--- src/design/tfu_pkg.sv ---
`timescale 1ns / 1ps
// ----------------------------------------------------------------------------
// Typed field unpacker package
// Shared types and constants: parse phases, part codes, register indexes and
// the result record.
// ----------------------------------------------------------------------------
package tfu_pkg;

   localparam int NUM_BYTES = 8;   // payload bytes of a number field
   localparam int LEN_BYTES = 4;   // length bytes of a string field
   localparam int CNT_W     = 3;

   localparam logic [7:0]  NUM_TAG_RESET   = 8'd1;
   localparam logic [7:0]  STR_TAG_RESET   = 8'd2;
   localparam logic [15:0] FIELD_LIM_RESET = 16'hFFFF;

   typedef enum logic [1:0] {
      REG_NUMBER_TAG  = 2'd0,
      REG_STRING_TAG  = 2'd1,
      REG_FIELD_LIMIT = 2'd2
   } reg_index_type;

   typedef enum logic [1:0] {
      PH_TAG = 2'd0,
      PH_NUM = 2'd1,
      PH_LEN = 2'd2,
      PH_STR = 2'd3
   } phase_type;

   typedef enum logic [2:0] {
      PART_TAG = 3'd0,
      PART_NUM = 3'd1,
      PART_LEN = 3'd2,
      PART_STR = 3'd3,
      PART_IGN = 3'd4
   } part_type;

   typedef struct packed {
      logic [7:0]  number_tag;
      logic [7:0]  string_tag;
      logic [15:0] field_limit;
   } cfg_type;

   typedef struct packed {
      logic [15:0] field_index;
      logic [7:0]  field_tag;
      part_type    part;
      logic [7:0]  byte_value;
      logic        field_end;
      logic        status;
      logic        buffer_end;
   } result_type;

endpackage

--- src/design/tfu_if.sv ---
`timescale 1ns / 1ps
// ----------------------------------------------------------------------------
// Typed field unpacker channel interfaces
// Valid/ready channels for input bytes, results and register writes.
// ----------------------------------------------------------------------------
interface tfu_req_if;
   logic       valid;
   logic       ready;
   logic [7:0] data_byte;
   logic       last_byte;

   modport source (output valid, output data_byte, output last_byte, input ready);
   modport sink   (input valid, input data_byte, input last_byte, output ready);
endinterface

interface tfu_rsp_if;
   logic        valid;
   logic        ready;
   logic [15:0] field_index;
   logic [7:0]  field_tag;
   logic [2:0]  part;
   logic [7:0]  byte_value;
   logic        field_end;
   logic        status;
   logic        buffer_end;

   modport source (output valid, output field_index, output field_tag, output part,
                   output byte_value, output field_end, output status,
                   output buffer_end, input ready);
   modport sink   (input valid, input field_index, input field_tag, input part,
                   input byte_value, input field_end, input status,
                   input buffer_end, output ready);
endinterface

interface tfu_csr_if;
   logic        valid;
   logic        ready;
   logic [1:0]  reg_index;
   logic [15:0] wdata;

   modport source (output valid, output reg_index, output wdata, input ready);
   modport sink   (input valid, input reg_index, input wdata, output ready);
endinterface

--- src/design/typed_field_unpacker.sv ---
`timescale 1ns / 1ps
// ----------------------------------------------------------------------------
// Typed field unpacker
// Streaming tag-length-value parser: classifies each buffer byte as tag,
// number byte, length byte, string byte or ignored.
// ----------------------------------------------------------------------------
//  channel  dir  payload                                        handshake
//  req_if   in   data_byte, last_byte                           valid/ready
//  rsp_if   out  field_index, field_tag, part, byte_value,      valid/ready
//                field_end, status, buffer_end
//  csr_if   in   reg_index, wdata                               valid/ready
//
//  One result per byte, registered in the cycle after its transfer; one byte
//  per cycle with no rsp_if stall, set by the single result register after parse.
//  req_if.ready drops only while a held result is stalled by rsp_if.ready.
//  Synchronous reset restores the register defaults and the start state.
//  Register writes are always accepted; csr_if.ready is tied high.
// ----------------------------------------------------------------------------
module typed_field_unpacker (
   input logic      clock,
   input logic      reset,
   tfu_req_if.sink  req_if,
   tfu_rsp_if.source rsp_if,
   tfu_csr_if.sink  csr_if
);
   import tfu_pkg::*;

   cfg_type    cfg;
   result_type parse_result;
   result_type held_result;
   logic       req_ready;
   logic       accept;

   assign req_if.ready = req_ready;
   assign accept       = req_if.valid && req_ready;

   tfu_csr u_csr (
      .clock    (clock),
      .reset    (reset),
      .wr_valid (csr_if.valid),
      .wr_ready (csr_if.ready),
      .wr_index (csr_if.reg_index),
      .wr_data  (csr_if.wdata),
      .cfg      (cfg)
   );

   tfu_parser u_parser (
      .clock     (clock),
      .reset     (reset),
      .accept    (accept),
      .data_byte (req_if.data_byte),
      .last_byte (req_if.last_byte),
      .cfg       (cfg),
      .result    (parse_result)
   );

   tfu_out_reg u_out_reg (
      .clock     (clock),
      .reset     (reset),
      .in_valid  (req_if.valid),
      .in_ready  (req_ready),
      .in_data   (parse_result),
      .out_valid (rsp_if.valid),
      .out_ready (rsp_if.ready),
      .out_data  (held_result)
   );

   assign rsp_if.field_index = held_result.field_index;
   assign rsp_if.field_tag   = held_result.field_tag;
   assign rsp_if.part        = 3'(held_result.part);
   assign rsp_if.byte_value  = held_result.byte_value;
   assign rsp_if.field_end   = held_result.field_end;
   assign rsp_if.status      = held_result.status;
   assign rsp_if.buffer_end  = held_result.buffer_end;

endmodule

--- src/design/tfu_csr.sv ---
`timescale 1ns / 1ps
// ----------------------------------------------------------------------------
// Typed field unpacker registers
// Holds the number tag, string tag and field limit; writes always complete.
// ----------------------------------------------------------------------------
module tfu_csr (
   input  logic           clock,
   input  logic           reset,
   input  logic           wr_valid,
   output logic           wr_ready,
   input  logic [1:0]     wr_index,
   input  logic [15:0]    wr_data,
   output tfu_pkg::cfg_type cfg
);
   import tfu_pkg::*;

   cfg_type cfg_ff;
   cfg_type cfg_in;

   assign wr_ready = 1'b1;
   assign cfg      = cfg_ff;

   always_comb begin
      cfg_in = cfg_ff;
      if (wr_valid) begin
         case (reg_index_type'(wr_index))
            REG_NUMBER_TAG:  cfg_in.number_tag  = wr_data[7:0];
            REG_STRING_TAG:  cfg_in.string_tag  = wr_data[7:0];
            REG_FIELD_LIMIT: cfg_in.field_limit = wr_data;
            default:         cfg_in = cfg_ff;   // unmapped index
         endcase
      end
   end

   always_ff @(posedge clock) begin
      if (reset) begin
         cfg_ff.number_tag  <= NUM_TAG_RESET;
         cfg_ff.string_tag  <= STR_TAG_RESET;
         cfg_ff.field_limit <= FIELD_LIM_RESET;
      end else begin
         cfg_ff <= cfg_in;
      end
   end

endmodule

--- src/design/tfu_parser.sv ---
`timescale 1ns / 1ps
// ----------------------------------------------------------------------------
// Typed field unpacker parse core
// Holds the parse state and classifies one byte per transfer.
// ----------------------------------------------------------------------------
module tfu_parser (
   input  logic                clock,
   input  logic                reset,
   input  logic                accept,
   input  logic [7:0]          data_byte,
   input  logic                last_byte,
   input  tfu_pkg::cfg_type    cfg,
   output tfu_pkg::result_type result
);
   import tfu_pkg::*;

   localparam logic [CNT_W-1:0] NumLastCnt = CNT_W'(NUM_BYTES - 1);
   localparam logic [CNT_W-1:0] LenLastCnt = CNT_W'(LEN_BYTES - 1);

   phase_type        phase_ff,  phase_in;
   logic [CNT_W-1:0] cnt_ff,    cnt_in;
   logic [31:0]      accum_ff,  accum_in;
   logic [31:0]      remain_ff, remain_in;
   logic [15:0]      done_ff,   done_in;
   logic [7:0]       tag_ff,    tag_in;

   logic [31:0] accum_new;
   logic [31:0] remain_dec;
   logic        finish;

   assign accum_new  = accum_ff | (32'(data_byte) << {cnt_ff[1:0], 3'b000});
   assign remain_dec = remain_ff - 32'(remain_ff != 32'd0);

   always_comb begin
      phase_in  = phase_ff;
      cnt_in    = cnt_ff;
      accum_in  = accum_ff;
      remain_in = remain_ff;
      done_in   = done_ff;
      tag_in    = tag_ff;
      finish    = 1'b0;

      result.field_index = done_ff;
      result.field_tag   = tag_ff;
      result.part        = PART_TAG;
      result.byte_value  = data_byte;
      result.field_end   = 1'b0;
      result.status      = 1'b0;
      result.buffer_end  = last_byte;

      case (phase_ff)
         PH_NUM: begin
            result.part = PART_NUM;
            if (cnt_ff == NumLastCnt) begin
               finish = 1'b1;
            end else begin
               cnt_in = cnt_ff + 1'b1;
            end
         end
         PH_LEN: begin
            result.part = PART_LEN;
            if (cnt_ff == LenLastCnt) begin
               cnt_in   = '0;
               accum_in = '0;
               if (accum_new == 32'd0) begin
                  finish = 1'b1;      // empty string ends on its length
               end else begin
                  remain_in = accum_new;
                  phase_in  = PH_STR;
               end
            end else begin
               accum_in = accum_new;
               cnt_in   = cnt_ff + 1'b1;
            end
         end
         PH_STR: begin
            result.part = PART_STR;
            remain_in   = remain_dec;
            if (remain_dec == 32'd0) begin
               finish = 1'b1;
            end
         end
         default: begin
            if (done_ff >= cfg.field_limit) begin
               // limit reached: byte ignored, state held
               result.part        = PART_IGN;
               result.field_index = '0;
               result.field_tag   = '0;
            end else begin
               result.field_tag = data_byte;
               tag_in           = data_byte;
               cnt_in           = '0;
               accum_in         = '0;
               if (data_byte == cfg.number_tag) begin
                  phase_in = PH_NUM;
               end else if (data_byte == cfg.string_tag) begin
                  phase_in = PH_LEN;
               end else begin
                  finish = 1'b1;
               end
            end
         end
      endcase

      if (finish) begin
         result.field_end = 1'b1;
         done_in          = done_ff + 16'd1;
         phase_in         = PH_TAG;
         cnt_in           = '0;
      end

      if (last_byte) begin
         result.status = (phase_in != PH_TAG);
         phase_in  = PH_TAG;
         cnt_in    = '0;
         accum_in  = '0;
         remain_in = '0;
         done_in   = '0;
         tag_in    = '0;
      end
   end

   always_ff @(posedge clock) begin
      if (reset) begin
         phase_ff  <= PH_TAG;
         cnt_ff    <= '0;
         accum_ff  <= '0;
         remain_ff <= '0;
         done_ff   <= '0;
         tag_ff    <= '0;
      end else if (accept) begin
         phase_ff  <= phase_in;
         cnt_ff    <= cnt_in;
         accum_ff  <= accum_in;
         remain_ff <= remain_in;
         done_ff   <= done_in;
         tag_ff    <= tag_in;
      end
   end

   // Buffer end returns the parser to its start state.
   a_last_clears: assert property (@(posedge clock) disable iff (reset)
      accept && last_byte |=> phase_ff == PH_TAG && done_ff == 16'd0 && cnt_ff == '0)
      else $error("parse state not cleared after final byte");

   a_status_only_last: assert property (@(posedge clock) disable iff (reset)
      accept && result.status |-> last_byte)
      else $error("truncation flagged on a non-final byte");

   a_ignored_shape: assert property (@(posedge clock) disable iff (reset)
      accept && result.part == PART_IGN |->
         !result.field_end && result.field_index == 16'd0 && result.field_tag == 8'd0)
      else $error("ignored byte carries field data");

   a_string_nonzero: assert property (@(posedge clock) disable iff (reset)
      phase_ff == PH_STR |-> remain_ff != 32'd0)
      else $error("string phase with nothing remaining");

endmodule

--- src/design/tfu_out_reg.sv ---
`timescale 1ns / 1ps
// ----------------------------------------------------------------------------
// Typed field unpacker result register
// One-entry output stage; refills in the cycle the held result transfers.
// ----------------------------------------------------------------------------
module tfu_out_reg (
   input  logic                clock,
   input  logic                reset,
   input  logic                in_valid,
   output logic                in_ready,
   input  tfu_pkg::result_type in_data,
   output logic                out_valid,
   input  logic                out_ready,
   output tfu_pkg::result_type out_data
);
   import tfu_pkg::*;

   logic       valid_ff, valid_in;
   result_type data_ff;

   assign in_ready  = !valid_ff || out_ready;
   assign valid_in  = (in_valid && in_ready) || (valid_ff && !out_ready);
   assign out_valid = valid_ff;
   assign out_data  = data_ff;

   always_ff @(posedge clock) begin
      if (reset) begin
         valid_ff <= 1'b0;
      end else begin
         valid_ff <= valid_in;
      end
      if (in_valid && in_ready) begin
         data_ff <= in_data;
      end
   end

endmodule

--- src/flat_wrapper.sv ---
// flat-port wrapper written by rule: the top's interface ports become plain ports
module typed_field_unpacker_flat import tfu_pkg::*;
  (clock, reset, req_if_valid, req_if_data_byte, req_if_last_byte, req_if_ready, rsp_if_valid, rsp_if_field_index, rsp_if_field_tag, rsp_if_part, rsp_if_byte_value, rsp_if_field_end, rsp_if_status, rsp_if_buffer_end, rsp_if_ready, csr_if_valid, csr_if_reg_index, csr_if_wdata, csr_if_ready);
  tfu_req_if req_if_i ();
  tfu_rsp_if rsp_if_i ();
  tfu_csr_if csr_if_i ();
  input logic clock;
  input logic reset;
  input wire logic [$bits(req_if_i.valid)-1:0] req_if_valid;
  input wire logic [$bits(req_if_i.data_byte)-1:0] req_if_data_byte;
  input wire logic [$bits(req_if_i.last_byte)-1:0] req_if_last_byte;
  output wire logic [$bits(req_if_i.ready)-1:0] req_if_ready;
  output wire logic [$bits(rsp_if_i.valid)-1:0] rsp_if_valid;
  output wire logic [$bits(rsp_if_i.field_index)-1:0] rsp_if_field_index;
  output wire logic [$bits(rsp_if_i.field_tag)-1:0] rsp_if_field_tag;
  output wire logic [$bits(rsp_if_i.part)-1:0] rsp_if_part;
  output wire logic [$bits(rsp_if_i.byte_value)-1:0] rsp_if_byte_value;
  output wire logic [$bits(rsp_if_i.field_end)-1:0] rsp_if_field_end;
  output wire logic [$bits(rsp_if_i.status)-1:0] rsp_if_status;
  output wire logic [$bits(rsp_if_i.buffer_end)-1:0] rsp_if_buffer_end;
  input wire logic [$bits(rsp_if_i.ready)-1:0] rsp_if_ready;
  input wire logic [$bits(csr_if_i.valid)-1:0] csr_if_valid;
  input wire logic [$bits(csr_if_i.reg_index)-1:0] csr_if_reg_index;
  input wire logic [$bits(csr_if_i.wdata)-1:0] csr_if_wdata;
  output wire logic [$bits(csr_if_i.ready)-1:0] csr_if_ready;
  assign req_if_i.valid = req_if_valid;
  assign req_if_i.data_byte = req_if_data_byte;
  assign req_if_i.last_byte = req_if_last_byte;
  assign req_if_ready = req_if_i.ready;
  assign rsp_if_valid = rsp_if_i.valid;
  assign rsp_if_field_index = rsp_if_i.field_index;
  assign rsp_if_field_tag = rsp_if_i.field_tag;
  assign rsp_if_part = rsp_if_i.part;
  assign rsp_if_byte_value = rsp_if_i.byte_value;
  assign rsp_if_field_end = rsp_if_i.field_end;
  assign rsp_if_status = rsp_if_i.status;
  assign rsp_if_buffer_end = rsp_if_i.buffer_end;
  assign rsp_if_i.ready = rsp_if_ready;
  assign csr_if_i.valid = csr_if_valid;
  assign csr_if_i.reg_index = csr_if_reg_index;
  assign csr_if_i.wdata = csr_if_wdata;
  assign csr_if_ready = csr_if_i.ready;
  typed_field_unpacker u_core (.clock(clock), .reset(reset), .req_if(req_if_i), .rsp_if(rsp_if_i), .csr_if(csr_if_i));
endmodule
--- config.mk ---
export PLATFORM = sky130hd
export DESIGN_NAME = typed_field_unpacker_flat
export DESIGN_NICKNAME = d
export VERILOG_FILES = /design/src/design/tfu_pkg.sv /design/src/design/tfu_if.sv /design/src/design/typed_field_unpacker.sv /design/src/design/tfu_csr.sv /design/src/design/tfu_parser.sv /design/src/design/tfu_out_reg.sv /design/src/flat_wrapper.sv
export SDC_FILE = /design/constraint.sdc
export NUM_CORES = 1
export LEC_CHECK = 0
export ABC_CLOCK_PERIOD_IN_PS = 4450
export BUFFER_PORTS_ARGS = -buffer_cell sky130_fd_sc_hd__clkbuf_2
export CAP_MARGIN = 15
export CORE_MARGIN = 5
export CORE_UTILIZATION = 50
export DETAILED_ROUTE_END_ITERATION = 12
export HOLD_SLACK_MARGIN = 0.12
export MAX_ROUTING_LAYER = met4
export PLACE_DENSITY = 0.78
export SETUP_SLACK_MARGIN = 0.5
export SLEW_MARGIN = 40
export SYNTH_ARGS = -nofsm -noshare
export SYNTH_HDL_FRONTEND = slang
export SYNTH_HIERARCHICAL = 1
export SYNTH_SLANG_ARGS = --single-unit
--- constraint.sdc ---
create_clock -name clock -period 4.45 [get_ports clock]
set_input_delay 0.6675 -clock clock [delete_from_list [all_inputs] [get_ports clock]]
set_output_delay 0.6675 -clock clock [all_outputs]
set_load 0.005 [all_outputs]
==> flow_metrics.tcl <==
set metrics [dict create \
    drt_iter0_markers 1031 \
    startpoint "u_core/u_parser/remain_ff[17]" \
    final.fill_count 1508 \
    arrival_ns 4.63 \
    setup_ws_ns 0.180 \
    row_count 48 \
    worst_r2r_path_depth 16 \
    rr_endpoint "u_core/u_parser/done_ff[7]" \
    first_global_vias 7640 \
    syn2layout_area_growth_pct 16.5 \
    avgSynthCellArea_sq_um 8.68 \
    fin_worst_skew_ns 0.00965 \
    num_antenna_cells 0 \
    final.setup.tns_ns 0 \
    p_leak_nw 4.15 \
    route.detailed.drc 0 \
    coreArea_sq_mm 0.0174 \
    drive_above_1_share_pct 18.5 \
    ys_seq_area_share_pct 41.0 \
    dp_cells 1265 \
    worst_setup_path_start_kind "flop" \
    drtPass1Iterations 5 \
    endpoint_kind "flop" \
    peakVddDrop_uv 286 \
    clockRootBuffer "clkbuf_16" \
    ant_nets 0 \
    critPathMaxFanout 15 \
    endpoint "u_core/u_parser/done_ff[7]" \
    nNetsFinal 1149 \
    max_slew.worst_pin.slew_ns 0.737 \
    synth_top_area_share_pct 28.2 \
    tritoncts "built" \
    post-route-util_pct 59.8 \
    ys.flop_type "dfxtp_1" \
    cp_data_required_time_ns 4.81 \
    rsz0062_at_grt "true" \
    cts.sinks 164 \
    dp_hpwl_um 16900 \
    gp_congestion 0.973 \
    detail_route.wl_per_cell_um 19.2 \
    hold_path.class "input pin to flop" \
    vias_per_cell 6.24 \
    wl_um 25500 \
    drv_cap 0 \
    syn-instance-count 1030 \
    cts_buffers 17 \
    hold_violations 0 \
    htree_levels 4 \
    rr_startpoint "u_core/u_parser/remain_ff[17]" \
    port_buffers 71 \
    fin_crit_sh_pct 96.0 \
    pin_count 73 \
    grt-ovfl-total 0 \
    synth_top_area_cell "dfxtp_1" \
    track_usage_pct 25.4 \
    grt_max_degree 71 \
    slew_viol_final 0 \
    start_util_pct 51.3 \
    status "finished clean" \
    yosys_register_bits 164 \
    clk_pin_slew_ns 0.07 \
    die_area_sq_mm 0.0207 \
    ys.warnings.count 6 \
    clk_path_buf_depth 2 \
    worstSetupPathType "flop to flop" \
    yosys.cell_types.count 75 \
    dp_slack_ns 0.167 \
    hold_buffers 0 \
    die_y_um 144 \
    syn_area_sq_mm 0.00894 \
    antenna_found_initial 0 \
    synth_edf_count 38 \
    cellPowerDensity_mw_per_mm2 354 \
    die_x_um 144 \
    async_reset_ff_share_pct 0 \
    grt_pass1_wl_um 40400 \
    finalCriticalPeriod_ns 4.27 \
    r2r_slack_ns 0.18 \
    whs_ns 0.480 \
    layout.cells.non_filler 1327 \
    syn_nets 1090 \
    setup_viol 0 \
    route.vias.total 8282 \
    relSlewSlack_pct 50.8 \
    worstSkewPairLatency_ns 0.43 \
    fmax_ghz 0.234 \
    synthTopCellsByArea "dfxtp_1, edfxtp_1, nor2_1" \
]
worst min path at each step:
stage	from	end	depth (start not counted)
2_1_floorplan	u_core/u_parser/tag_ff[7]	u_core/u_parser/tag_ff[7]	2
3_3_place_gp	u_core/u_parser/tag_ff[3]	u_core/u_parser/tag_ff[3]	2
3_5_place_dp	u_core/u_parser/tag_ff[3]	u_core/u_parser/tag_ff[3]	2
4_1_cts	req_if_valid	u_core/u_out_reg/out_valid	3
5_1_grt	req_if_valid	u_core/u_out_reg/out_valid	3
6_report	req_if_valid	u_core/u_out_reg/out_valid	3
worst max-delay path: stages (launching register included):
cell	delay [ns]
dfxtp_4	0.36
or4_4	0.16
nor3_4	0.06
nand2_1	0.09
nor2_1	0.05
nand4_1	0.13
ha_4	0.18
ha_4	0.16
or4b_4	0.49
nor4_4	0.53
and4_1	0.30
o211ai_1	0.10
or4_4	0.51
o211a_4	0.27
buf_12	0.15
or4_4	0.52
a21oi_2	0.15
report_power, final:
| part | total (mW) | switching, mW | internal (mW) | leakage, nW |
|---|---|---|---|---|
| Sequential | 1.59 | 0.0236 | 1.57 | 1.40 |
| Combinational | 0.528 | 0.305 | 0.223 | 2.45 |
| Clock | 1.57 | 0.622 | 0.944 | 0.307 |
timing repair:
action | CTS | global route
gates resized for setup | 9 | 17
gates cloned | 1 | 0
pin swaps | 7 | 6
endpoints found under the setup margin | 19 | 23
setup buffers | 24 | 5
cells by family after synthesis:
group	synth area share, %
adder cells (fa/ha/maj)	3.92
buffers and inverters	6.45
other	0.0419
AND/OR/NAND/NOR	22.0
AO/OA/AOI/OAI	19.8
flip-flops	41.0
XOR/XNOR	3.23
multiplexers	3.58
stage by stage:
step,power [mW],instance area [sq um]
after floorplan,1.94,9010
after global placement,2.06,9460
after detailed placement,2.07,9460
after CTS,3.68,10300
after global routing,3.82,10400
final,3.68,10400
synthesized netlist by cell type, drive strengths merged, types with 4 or more instances:
cell type,n
nand2b,27
nand2,49
or2,4
or4,19
ha,28
nor3b,4
a22oi,6
and2,22
edfxtp,38
dfxtp,126
o2bb2ai,9
buf,24
nor2,139
a31oi,34
mux2i,32
a21oi,80
a2111oi,12
a21boi,4
nand3,12
and3,4
a21o,4
o31ai,13
nor3,27
a41oi,8
o21ai,26
o211ai,7
inv,36
clkbuf,68
nor2b,5
nand3b,4
nor4,19
xnor2,18
or3,8
a211oi,35
nand4,16
xor2,15
final cells by class:
| class | instances | area [sq um] | share of cell area [%] |
|---|---|---|---|
| multi-input combinational | 737 | 4830 | 46.4 |
| sequential | 164 | 3680 | 35.4 |
| timing repair buffer | 132 | 853 | 8.19 |
| clock buffer | 23 | 480 | 4.61 |
| tap | 225 | 282 | 2.70 |
| clock inverter | 9 | 141 | 1.36 |
| inverter | 37 | 139 | 1.33 |
metal layers:
| metal | GRT usage, % | share of wire, % | vias up |
|---|---|---|---|
| met5 | - | 0 | - |
| met4 | 7.78 | 2.1 | 0 |
| met3 | 4.89 | 9.6 | 63 |
| met2 | 35.6 | 43 | 451 |
| met1 | 37.0 | 45 | 3893 |
| li1 | - | - | 3875 |
placed cells by master (no fill, tap or decap), drive strengths merged, types with 16 or more instances in the layout:
cell	count
a211oi	35
a21oi	80
a31oi	34
and2	22
buf	61
clkbuf	93
dfxtp	126
edfxtp	38
ha	28
inv	40
mux2i	32
nand2	49
nand2b	27
nand4	16
nor2	139
nor3	27
nor4	19
o21ai	26
or4	19
xnor2	18
registers in the layout (all words and copies together), names as in the netlist:
| name | flops |
|---|---|
| u_core/u_parser/accum_ff | 32 |
| u_core/u_parser/tag_ff | 8 |
| u_core/u_out_reg/out_valid | 1 |
| u_core/u_parser/remain_ff | 32 |
| u_core/u_parser/phase_ff | 2 |
| u_core/u_out_reg/out_data | 38 |
| u_core/u_parser/cnt_ff | 3 |
| u_core/u_csr/cfg | 32 |
| u_core/u_parser/done_ff | 16 |
No activity file was read; power rests on OpenSTA's default activity.
